<file path="src/hdl/wfcd_pkg.sv">
// Shared types, codes and default sizes for the wait-for cycle detector.
package wfcd_pkg;

    localparam int MAX_RES_DEF   = 16;
    localparam int NUM_PROCS_DEF = 8;

    localparam int FUNC_W = 3;
    localparam int ID_W   = 32;
    localparam int SLOT_W = 3;
    localparam int RES_W  = ID_W + 1 + SLOT_W;

    localparam logic [FUNC_W-1:0] FUNC_REGISTER = 3'd0;
    localparam logic [FUNC_W-1:0] FUNC_SET_OWN  = 3'd1;
    localparam logic [FUNC_W-1:0] FUNC_WAIT     = 3'd2;
    localparam logic [FUNC_W-1:0] FUNC_DONE     = 3'd3;
    localparam logic [FUNC_W-1:0] FUNC_CHECK    = 3'd4;

    typedef struct packed {
        logic load_item;
        logic wait_wr;
        logic wait_rd;
        logic res_rd;
        logic res_add;
        logic res_set_owner;
        logic key_from_want;
        logic pos_inc;
        logic chk_init;
        logic hop_adv;
        logic start_adv;
        logic out_load;
        logic out_bit;
    } wfcd_cmd_t;

    typedef struct packed {
        logic [FUNC_W-1:0] func;
        logic              proc_ok;
        logic              tbl_full;
        logic              scan_end;
        logic              key_match;
        logic              want_zero;
        logic              owner_set;
        logic              slot_is_start;
        logic              slot_out;
        logic              hops_last;
        logic              start_last;
        logic              out_free;
    } wfcd_stat_t;

endpackage

</file>
<file path="src/hdl/wfcd_datapath.sv">
// Datapath: item registers, resource table, wait table, chain counters and output register.
module wfcd_datapath
    import wfcd_pkg::*;
#(
    parameter int MAX_RES   = MAX_RES_DEF,
    parameter int NUM_PROCS = NUM_PROCS_DEF
)
(
    input  logic              clk,
    input  logic              rst_n,
    input  logic [FUNC_W-1:0] func,
    input  logic [ID_W-1:0]   resource_id,
    input  logic [SLOT_W-1:0] proc_index,
    input  logic              owner_valid,
    output logic              out_valid,
    input  logic              out_ready,
    output logic              deadlock_found,
    input  wfcd_cmd_t         cmd,
    output wfcd_stat_t        stat
);

    localparam int AW   = (MAX_RES > 1) ? $clog2(MAX_RES) : 1;
    localparam int UW   = $clog2(MAX_RES + 1);
    localparam int WIDX = (NUM_PROCS > 1) ? $clog2(NUM_PROCS) : 1;
    localparam int CW   = $clog2(NUM_PROCS + 1);
    localparam int CMPW = (CW > SLOT_W) ? CW : SLOT_W;

    logic [FUNC_W-1:0] func_reg;
    logic [ID_W-1:0]   key_reg;
    logic [SLOT_W-1:0] proc_reg;
    logic              ov_reg;

    logic [RES_W-1:0]  res_mem [MAX_RES];
    logic [RES_W-1:0]  res_q_reg;
    logic [UW-1:0]     used_reg;
    logic [UW-1:0]     pos_reg;
    logic              res_we;
    logic [AW-1:0]     res_waddr;
    logic [RES_W-1:0]  res_wdata;
    logic [ID_W-1:0]   rd_id;
    logic              rd_ov;
    logic [SLOT_W-1:0] rd_slot;

    logic [ID_W-1:0]      wait_mem [NUM_PROCS];
    logic [NUM_PROCS-1:0] wait_vld_reg;
    logic [ID_W-1:0]      wait_q_reg;
    logic                 wait_q_vld_reg;
    logic [WIDX-1:0]      wait_waddr;

    logic [CW-1:0]   start_reg;
    logic [CW-1:0]   hops_reg;
    logic [WIDX-1:0] cur_reg;

    logic out_valid_reg;
    logic deadlock_found_reg;

    assign rd_id   = res_q_reg[RES_W-1 -: ID_W];
    assign rd_ov   = res_q_reg[SLOT_W];
    assign rd_slot = res_q_reg[SLOT_W-1:0];

    assign res_we    = cmd.res_add | cmd.res_set_owner;
    assign res_waddr = cmd.res_add ? used_reg[AW-1:0] : pos_reg[AW-1:0];
    assign res_wdata = cmd.res_add ? {key_reg, 1'b0, {SLOT_W{1'b0}}}
                                   : {key_reg, ov_reg, proc_reg};
    assign wait_waddr = WIDX'(proc_reg);

    // hold the item and the search key
    always_ff @(posedge clk)
    begin
        if (cmd.load_item)
        begin
            func_reg <= func;
            key_reg  <= resource_id;
            proc_reg <= proc_index;
            ov_reg   <= owner_valid;
        end
        else if (cmd.key_from_want)
        begin
            key_reg <= wait_q_reg;
        end
    end

    always_ff @(posedge clk)
    begin
        if (res_we)
        begin
            res_mem[res_waddr] <= res_wdata;
        end
        if (cmd.res_rd)
        begin
            res_q_reg <= res_mem[pos_reg[AW-1:0]];
        end
    end

    always_ff @(posedge clk)
    begin
        if (cmd.wait_wr)
        begin
            wait_mem[wait_waddr] <= (func_reg == FUNC_DONE) ? '0 : key_reg;
        end
        if (cmd.wait_rd)
        begin
            wait_q_reg <= wait_mem[cur_reg];
        end
    end

    always_ff @(posedge clk or negedge rst_n)
    begin
        if (!rst_n)
        begin
            wait_vld_reg   <= '0;
            wait_q_vld_reg <= 1'b0;
        end
        else
        begin
            if (cmd.wait_wr)
            begin
                wait_vld_reg[wait_waddr] <= 1'b1;
            end
            if (cmd.wait_rd)
            begin
                wait_q_vld_reg <= wait_vld_reg[cur_reg];
            end
        end
    end

    // advance the scan position and chain counters
    always_ff @(posedge clk or negedge rst_n)
    begin
        if (!rst_n)
        begin
            used_reg  <= '0;
            pos_reg   <= '0;
            start_reg <= '0;
            hops_reg  <= '0;
            cur_reg   <= '0;
        end
        else
        begin
            if (cmd.res_add)
            begin
                used_reg <= used_reg + UW'(1);
            end
            if (cmd.load_item || cmd.key_from_want)
            begin
                pos_reg <= '0;
            end
            else if (cmd.pos_inc)
            begin
                pos_reg <= pos_reg + UW'(1);
            end
            if (cmd.chk_init)
            begin
                start_reg <= '0;
                hops_reg  <= '0;
                cur_reg   <= '0;
            end
            else if (cmd.start_adv)
            begin
                start_reg <= start_reg + CW'(1);
                hops_reg  <= '0;
                cur_reg   <= WIDX'(start_reg + CW'(1));
            end
            else if (cmd.hop_adv)
            begin
                hops_reg <= hops_reg + CW'(1);
                cur_reg  <= WIDX'(rd_slot);
            end
        end
    end

    always_ff @(posedge clk or negedge rst_n)
    begin
        if (!rst_n)
        begin
            out_valid_reg <= 1'b0;
        end
        else if (cmd.out_load)
        begin
            out_valid_reg <= 1'b1;
        end
        else if (out_ready)
        begin
            out_valid_reg <= 1'b0;
        end
    end

    always_ff @(posedge clk)
    begin
        if (cmd.out_load)
        begin
            deadlock_found_reg <= cmd.out_bit;
        end
    end

    assign out_valid      = out_valid_reg;
    assign deadlock_found = deadlock_found_reg;

    always_comb
    begin
        stat.func          = func_reg;
        stat.proc_ok       = CMPW'(proc_reg) < CMPW'(NUM_PROCS);
        stat.tbl_full      = used_reg == UW'(MAX_RES);
        stat.scan_end      = pos_reg == used_reg;
        stat.key_match     = rd_id == key_reg;
        stat.want_zero     = !wait_q_vld_reg || (wait_q_reg == '0);
        stat.owner_set     = rd_ov;
        stat.slot_is_start = CMPW'(rd_slot) == CMPW'(start_reg);
        stat.slot_out      = CMPW'(rd_slot) >= CMPW'(NUM_PROCS);
        stat.hops_last     = hops_reg == CW'(NUM_PROCS - 1);
        stat.start_last    = start_reg == CW'(NUM_PROCS - 1);
        stat.out_free      = !out_valid_reg || out_ready;
    end

    a_used_bound: assert property (@(posedge clk) disable iff (!rst_n)
        used_reg <= UW'(MAX_RES))
        else $error("resource count beyond table size");

    a_add_not_full: assert property (@(posedge clk) disable iff (!rst_n)
        cmd.res_add |-> (used_reg != UW'(MAX_RES)))
        else $error("entry added to a full table");

    a_read_written: assert property (@(posedge clk) disable iff (!rst_n)
        cmd.res_rd |-> (pos_reg < used_reg))
        else $error("read of an unregistered entry");

    a_no_overwrite: assert property (@(posedge clk) disable iff (!rst_n)
        cmd.out_load |-> (!out_valid_reg || out_ready))
        else $error("result loaded over an untaken beat");

endmodule

</file>
<file path="src/hdl/wfcd_ctrl.sv">
// Controller: sequences lookups, table updates and the chain walk of a check.
module wfcd_ctrl
    import wfcd_pkg::*;
(
    input  logic       clk,
    input  logic       rst_n,
    input  logic       in_valid,
    output logic       in_ready,
    input  wfcd_stat_t stat,
    output wfcd_cmd_t  cmd
);

    localparam logic [2:0] S_IDLE     = 3'd0;
    localparam logic [2:0] S_DISPATCH = 3'd1;
    localparam logic [2:0] S_SCAN_RD  = 3'd2;
    localparam logic [2:0] S_SCAN_CMP = 3'd3;
    localparam logic [2:0] S_HOP_RD   = 3'd4;
    localparam logic [2:0] S_HOP_CHK  = 3'd5;
    localparam logic [2:0] S_FINISH   = 3'd6;

    logic [2:0] state_reg;
    logic [2:0] state_next;
    logic       found_reg;
    logic       found_next;
    logic       nxt_start;

    assign in_ready = (state_reg == S_IDLE);

    always_comb
    begin
        cmd        = '0;
        state_next = state_reg;
        found_next = found_reg;
        nxt_start  = 1'b0;
        case (state_reg)
            S_IDLE:
            begin
                if (in_valid)
                begin
                    cmd.load_item = 1'b1;
                    state_next    = S_DISPATCH;
                end
            end
            S_DISPATCH:
            begin
                found_next = 1'b0;
                case (stat.func)
                    FUNC_REGISTER:
                    begin
                        state_next = stat.tbl_full ? S_FINISH : S_SCAN_RD;
                    end
                    FUNC_SET_OWN:
                    begin
                        state_next = S_SCAN_RD;
                    end
                    FUNC_WAIT, FUNC_DONE:
                    begin
                        cmd.wait_wr = stat.proc_ok;
                        state_next  = S_FINISH;
                    end
                    FUNC_CHECK:
                    begin
                        cmd.chk_init = 1'b1;
                        state_next   = S_HOP_RD;
                    end
                    default:
                    begin
                        state_next = S_FINISH;
                    end
                endcase
            end
            S_SCAN_RD:
            begin
                if (stat.scan_end)
                begin
                    if (stat.func == FUNC_CHECK)
                    begin
                        nxt_start = 1'b1;
                    end
                    else
                    begin
                        cmd.res_add = (stat.func == FUNC_REGISTER);
                        state_next  = S_FINISH;
                    end
                end
                else
                begin
                    cmd.res_rd = 1'b1;
                    state_next = S_SCAN_CMP;
                end
            end
            S_SCAN_CMP:
            begin
                if (!stat.key_match)
                begin
                    cmd.pos_inc = 1'b1;
                    state_next  = S_SCAN_RD;
                end
                else if (stat.func != FUNC_CHECK)
                begin
                    cmd.res_set_owner = (stat.func == FUNC_SET_OWN);
                    state_next        = S_FINISH;
                end
                else if (!stat.owner_set)
                begin
                    nxt_start = 1'b1;
                end
                else if (stat.slot_is_start)
                begin
                    found_next = 1'b1;
                    state_next = S_FINISH;
                end
                else if (stat.slot_out || stat.hops_last)
                begin
                    nxt_start = 1'b1;
                end
                else
                begin
                    cmd.hop_adv = 1'b1;
                    state_next  = S_HOP_RD;
                end
            end
            S_HOP_RD:
            begin
                cmd.wait_rd = 1'b1;
                state_next  = S_HOP_CHK;
            end
            S_HOP_CHK:
            begin
                if (stat.want_zero)
                begin
                    nxt_start = 1'b1;
                end
                else
                begin
                    cmd.key_from_want = 1'b1;
                    state_next        = S_SCAN_RD;
                end
            end
            S_FINISH:
            begin
                if (stat.out_free)
                begin
                    cmd.out_load = 1'b1;
                    cmd.out_bit  = found_reg;
                    state_next   = S_IDLE;
                end
            end
            default:
            begin
                state_next = S_IDLE;
            end
        endcase

        // drop this chain and move to the next starting process; past the last one, finish with no cycle found
        if (nxt_start)
        begin
            if (stat.start_last)
            begin
                found_next = 1'b0;
                state_next = S_FINISH;
            end
            else
            begin
                cmd.start_adv = 1'b1;
                state_next    = S_HOP_RD;
            end
        end
    end

    always_ff @(posedge clk or negedge rst_n)
    begin
        if (!rst_n)
        begin
            state_reg <= S_IDLE;
            found_reg <= 1'b0;
        end
        else
        begin
            state_reg <= state_next;
            found_reg <= found_next;
        end
    end

endmodule

</file>
<file path="src/hdl/wait_for_cycle_detector_core.sv">
// Top level of the wait-for cycle detector: controller and datapath.
//
//  channel  direction  handshake            payload
//  in       input      in_valid / in_ready  func, resource_id, proc_index, owner_valid
//  out      output     out_valid/out_ready  deadlock_found
//
// One item at a time. Wait updates and unused codes go straight to the result; register and set owner
// compare the entries in turn; register adds the id when absent and the table is not full.
// A check takes up to NUM_PROCS starts x NUM_PROCS hops, each hop a wait-table read plus a table
// search that compares the entries in turn.
// Reset clears the entry count and wait table valid bits at once, no sweep.
// A stalled result holds the block in its last state.
module wait_for_cycle_detector_core
    import wfcd_pkg::*;
#(
    parameter int MAX_RES   = MAX_RES_DEF,
    parameter int NUM_PROCS = NUM_PROCS_DEF
)
(
    input  logic              clk,
    input  logic              rst_n,
    input  logic              in_valid,
    output logic              in_ready,
    input  logic [FUNC_W-1:0] func,
    input  logic [ID_W-1:0]   resource_id,
    input  logic [SLOT_W-1:0] proc_index,
    input  logic              owner_valid,
    output logic              out_valid,
    input  logic              out_ready,
    output logic              deadlock_found
);

    wfcd_cmd_t  cmd;
    wfcd_stat_t stat;

    wfcd_ctrl u_ctrl (
        .clk      (clk),
        .rst_n    (rst_n),
        .in_valid (in_valid),
        .in_ready (in_ready),
        .stat     (stat),
        .cmd      (cmd)
    );

    wfcd_datapath #(
        .MAX_RES   (MAX_RES),
        .NUM_PROCS (NUM_PROCS)
    ) u_datapath (
        .clk            (clk),
        .rst_n          (rst_n),
        .func           (func),
        .resource_id    (resource_id),
        .proc_index     (proc_index),
        .owner_valid    (owner_valid),
        .out_valid      (out_valid),
        .out_ready      (out_ready),
        .deadlock_found (deadlock_found),
        .cmd            (cmd),
        .stat           (stat)
    );

endmodule

</file>
<file path="config.mk">
export PLATFORM = sky130hd
export DESIGN_NAME = wait_for_cycle_detector_core
export DESIGN_NICKNAME = d
export VERILOG_FILES = /design/src/hdl/wfcd_pkg.sv /design/src/hdl/wfcd_datapath.sv /design/src/hdl/wfcd_ctrl.sv /design/src/hdl/wait_for_cycle_detector_core.sv
export SDC_FILE = /design/constraint.sdc
export NUM_CORES = 1
export LEC_CHECK = 0
export BUFFER_PORTS_ARGS = -buffer_cell sky130_fd_sc_hd__buf_4
export CELL_PAD_IN_SITES_DETAIL_PLACEMENT = 1
export CELL_PAD_IN_SITES_GLOBAL_PLACEMENT = 2
export CORE_MARGIN = 4
export CORE_UTILIZATION = 55
export CTS_CLUSTER_SIZE = 8
export DETAILED_ROUTE_END_ITERATION = 10
export PLACE_DENSITY_LB_ADDON = 0.1
export SETUP_SLACK_MARGIN = 0.4
export SYNTH_ARGS = -nofsm -noshare
export SYNTH_HDL_FRONTEND = slang
export SYNTH_SLANG_ARGS = --single-unit
</file>
<file path="constraint.sdc">
create_clock -name clk -period 10.3 [get_ports clk]
set_input_delay 0 -clock clk [delete_from_list [all_inputs] [get_ports clk]]
set_output_delay 0 -clock clk [all_outputs]
set_load 0.05 [all_outputs]
</file>
==> out/results.tsv <==
stage	metric	value	unit
cells_and_area	filler instances	5179	
placement	count of buffers inserted at the top-level ports	45	
drt	Pre-antenna DRT Iters	5	
worst_setup_path	Critical Path Slowest Stage Cell	sky130_fd_sc_hd__edfxtp_1	
cells_and_area	count of inserted antenna diode cells	0	
placement	HPWL Detailed	50300	um
grt	global-route wire length before repair	137000	um
yosys	EDFF count, synth	940	
placement	GP Congestion	0.733	
yosys	syn avg cell area	22.9	sq um
power	maximum ir drop on the vdd rail	0.190	mV
grt	total congestion overflow	0	
worst_setup_path	critical path's most frequent cell	sky130_fd_sc_hd__nand4_1	
worst_setup_path	data arrival time of the critical path	5050	ps
floorplanning	full die area	72600	sq um
worst_setup_path	critical path data required time	10660	ps
cells_and_area	area taken by multi-input logic gates	8300	sq um
floorplanning	die boundary height	269	um
yosys	total nets after synthesis	1690	
cells_and_area	net total in the final layout	1893	
clock_tree	clock latency on the worst-skew pair	710	ps
floorplanning	area inside the core boundary	67400	sq um
timing	RSZ-0062 raised after global routing	no	
clock_tree	CTS H-Tree Depth	4	
clock_tree	cell at the root of the clock tree	sky130_fd_sc_hd__clkbuf_16	
worst_setup_path	reg-to-reg startpoint	u_datapath.key_reg[26]	
yosys	post-synth top area share	75.1	%
drt	routed wire length	92700	um
timing	slew at the pin closest to its max-slew limit	1260	ps
power	Logic pwr share	18.7	%
floorplanning	die extent in x	269	um
clock_tree	clock sinks	975	
clock_tree	clock buffer count from CTS	139	
worst_setup_path	kind of end point of the critical path	register	
yosys	gate count after technology mapping	1642	
yosys	post-synthesis async set-or-reset flop share	3.59	%
timing	aggregate negative setup slack	0	ps
power	fraction of power consumed by sequential logic	46.2	%
drt	DR DRC count	0	
drt	routed wire length per instance	33.7	um
cells_and_area	final core area utilization	64.5	%
worst_setup_path	highest fanout seen on the critical path	18	
cells_and_area	commonest cells after routing, fill and taps aside	sky130_fd_sc_hd__edfxtp_1 (940), sky130_fd_sc_hd__mux4_2 (246), sky130_fd_sc_hd__clkbuf_16 (140)	
yosys	largest cells by area after synthesis	sky130_fd_sc_hd__edfxtp_1 (75%), sky130_fd_sc_hd__mux4_2 (15%), sky130_fd_sc_hd__dfrtp_1 (2.3%)	
worst_setup_path	reg-to-reg critical path endpoint	u_datapath.res_mem[1][15]	
worst_setup_path	Startpoint Class	register	
worst_setup_path	slack of the worst reg-to-reg path	5610	ps
power	clock share of power	35.1	%
timing	shortest period the worst path allows	4690	ps
flow_run	max-cap violations	0	
outcome	status	finished, final reports clean	
cells_and_area	max FFs per register	576	
cells_and_area	commonest non-fill, non-tap cell in the layout	sky130_fd_sc_hd__edfxtp_1	
clock_tree	clock buffer depth	3	
drt	DRT iter0 DRCs	1776	
power	leakage dissipation	13.7	nW
cells_and_area	area of all sequential standard cells	29100	sq um
grt	via count of the first global-routing pass	19400	
power	power density relative to cell area	263	nW/um^2
drt	overall via count from detail_route	17700	
worst_setup_path	critical path type	register to register	
worst_setup_path	ordered list of cells on the worst path	xnor2_1 > nand4_1 > nor4_2 > nand4_1 > a211oi_2 > nand3b_1 > nor3_2 > buf_4	
grt	number of antenna violations at the first check in global routing	7	
yosys	share of the yosys chip area belonging to registers	77.5	%
yosys	Most used DFF post-synth	sky130_fd_sc_hd__edfxtp_1	
floorplanning	site row count	95	
worst_setup_path	reg2reg path depth	8	
clock_tree	CTS tree	built	
worst_setup_path	CP Launch Point	u_datapath.key_reg[26]	
floorplanning	starting density of the core	55.7	%
worst_setup_path	CP Capture Point	u_datapath.res_mem[1][15]	
grt	maximum number of pins on one net before global-route repair	63	
timing	worst-case headroom to the max-slew limit	15.4	%
hold_path	Hold Crit Class	primary input to register	
yosys	post-synth cell types	57	
drt	detail-routed via count per cell	6.44	
power	net switching power figure	0.00309	W
power	overall power of the completed layout	0.0115	W
power	Sw Share	27.0	%
yosys	Syn. warnings	0	
cells_and_area	layout cell share with drive strength beyond 1	32.5	%
grt	GRT Overall Usage	26.2	%
worst_setup_path	CP max stage delay	790	ps
timing	final clock skew	21.1	ps
power	cell-internal power	0.00836	W
cells_and_area	Area growth, synth to finish	15.7	%
timing	post-route fraction of the period consumed by the critical path	45.5	%
timing	max-slew violation total from the final report	0	
floorplanning	io pins	46	
timing	peak clock frequency supported by timing	213	MHz
clock_tree	register clock-pin slew on the reported worst setup and hold paths	50	ps
timing	Fin. Hold Viols	0	
yosys	largest area contributor in the synthesized netlist	sky130_fd_sc_hd__edfxtp_1	
drt	antenna-violating nets left	0	
timing	count of final setup violators	0	
yosys	netlist area before placement	37600	sq um
yosys	register bit count reported by yosys	975	
## worst min-delay path by stage
stage	startpoint	to	slack, ps	depth (start not counted)
5_1_grt	owner_valid	u_datapath.ov_reg	40	2
2_1_floorplan	rst_n	u_ctrl.found_reg	-300	0
3_5_place_dp	rst_n	u_datapath.out_valid	5	1
6_report	owner_valid	u_datapath.ov_reg	80	2
3_3_place_gp	rst_n	u_datapath.out_valid	3	1
4_1_cts	owner_valid	u_datapath.ov_reg	10	2
## layout make-up
type | instances | share of cell area (%)
Tap cell | 873 | 2.51
Clock buffer | 160 | 8.23
Timing Repair Buffer | 139 | 2.72
Clock inverter | 14 | 0.420
Sequential cell | 975 | 67.0
Multi-Input combinational cell | 583 | 19.1
Inverter | 7 | 0.0604
## Yosys cell counts (2+ instances only)
library cell                 n
sky130_fd_sc_hd__a211oi_1    2
sky130_fd_sc_hd__a21oi_1     7
sky130_fd_sc_hd__a21oi_2     2
sky130_fd_sc_hd__a31oi_1     2
sky130_fd_sc_hd__and2_1     38
sky130_fd_sc_hd__and2_2      2
sky130_fd_sc_hd__and3b_1     2
sky130_fd_sc_hd__buf_1      13
sky130_fd_sc_hd__buf_2      22
sky130_fd_sc_hd__clkbuf_1   40
sky130_fd_sc_hd__dfrtp_1    35
sky130_fd_sc_hd__edfxtp_1  940
sky130_fd_sc_hd__ha_1        5
sky130_fd_sc_hd__inv_1       7
sky130_fd_sc_hd__mux2_2     64
sky130_fd_sc_hd__mux2i_1     5
sky130_fd_sc_hd__mux4_2    246
sky130_fd_sc_hd__nand2_1    14
sky130_fd_sc_hd__nand2b_1    5
sky130_fd_sc_hd__nand3_1     8
sky130_fd_sc_hd__nand3b_1    8
sky130_fd_sc_hd__nand4_1    15
sky130_fd_sc_hd__nor2_1     33
sky130_fd_sc_hd__nor2b_1     4
sky130_fd_sc_hd__nor3_1     13
sky130_fd_sc_hd__nor3b_1     3
sky130_fd_sc_hd__nor4_1      9
sky130_fd_sc_hd__nor4_2      3
sky130_fd_sc_hd__nor4b_1     3
sky130_fd_sc_hd__o21ai_0     6
sky130_fd_sc_hd__o21ai_1     3
sky130_fd_sc_hd__o31ai_1     2
sky130_fd_sc_hd__or2_2       8
sky130_fd_sc_hd__or3b_2      2
sky130_fd_sc_hd__xnor2_1    43
sky130_fd_sc_hd__xor2_1      7
## stage by stage
| step | hold slack (ps) | cell area (sq um) | cells | setup WS, ps |
|---|---|---|---|---|
| floorplan | -296 | 37600 | 1642 | 4340 |
| global placement | 2.80 | 39200 | 2526 | 5800 |
| detailed placement | 5.24 | 39200 | 2526 | 5650 |
| CTS | 11.2 | 43500 | 2751 | 5550 |
| global route | 42.6 | 43500 | 2751 | 5400 |
| finish | 75.1 | 43500 | 2751 | 5610 |
## what timing repair did
item / CTS / global route
buffers inserted: 0 / 0
hold endpoints to repair: 80 / 0
resized for setup: 0 / 0
hold buffers: 51 / 0
## logic make-up (layout without fill, tap and decap cells)
family	Yosys count	count (layout)	synth area share, %
mux	316	316	16.8
fa+ha+maj	5	5	0.167
xor+xnor	50	50	1.17
compound gates	33	33	0.579
simple gates	179	179	2.86
flops	975	975	77.5
buf+inv	84	320	0.942
## power groups by stage
| stage | combinational [W] | clock [W] | sequential, W |
|---|---|---|---|
| 6_report | 0.00214 | 0.00402 | 0.00529 |
| 5_1_grt | 0.00229 | 0.00430 | 0.00534 |
| 4_1_cts | 0.00217 | 0.00410 | 0.00530 |
| 3_5_place_dp | 0.00213 | 0 | 0.00536 |
| 3_3_place_gp | 0.00209 | 0 | 0.00534 |
| 2_1_floorplan | 0.00166 | 0 | 0.00508 |
## critical path, delay by kind of cell (launching register included)
kind	cells	cell delay, ps
simple gates	5	2160
compound gates	1	420
flops	1	790
buf+inv	1	440
xor+xnor	1	500
## metal layers
metal | vias up | track usage, % | share of wire, %
met5 | - | 0 | 0.018
met4 | 2 | 7.34 | 2.1
met3 | 124 | 5.94 | 7.1
met2 | 692 | 42.6 | 50
met1 | 9637 | 36.6 | 41
li1 | 7255 | - | -
No activity file was read; power rests on OpenSTA's default activity.
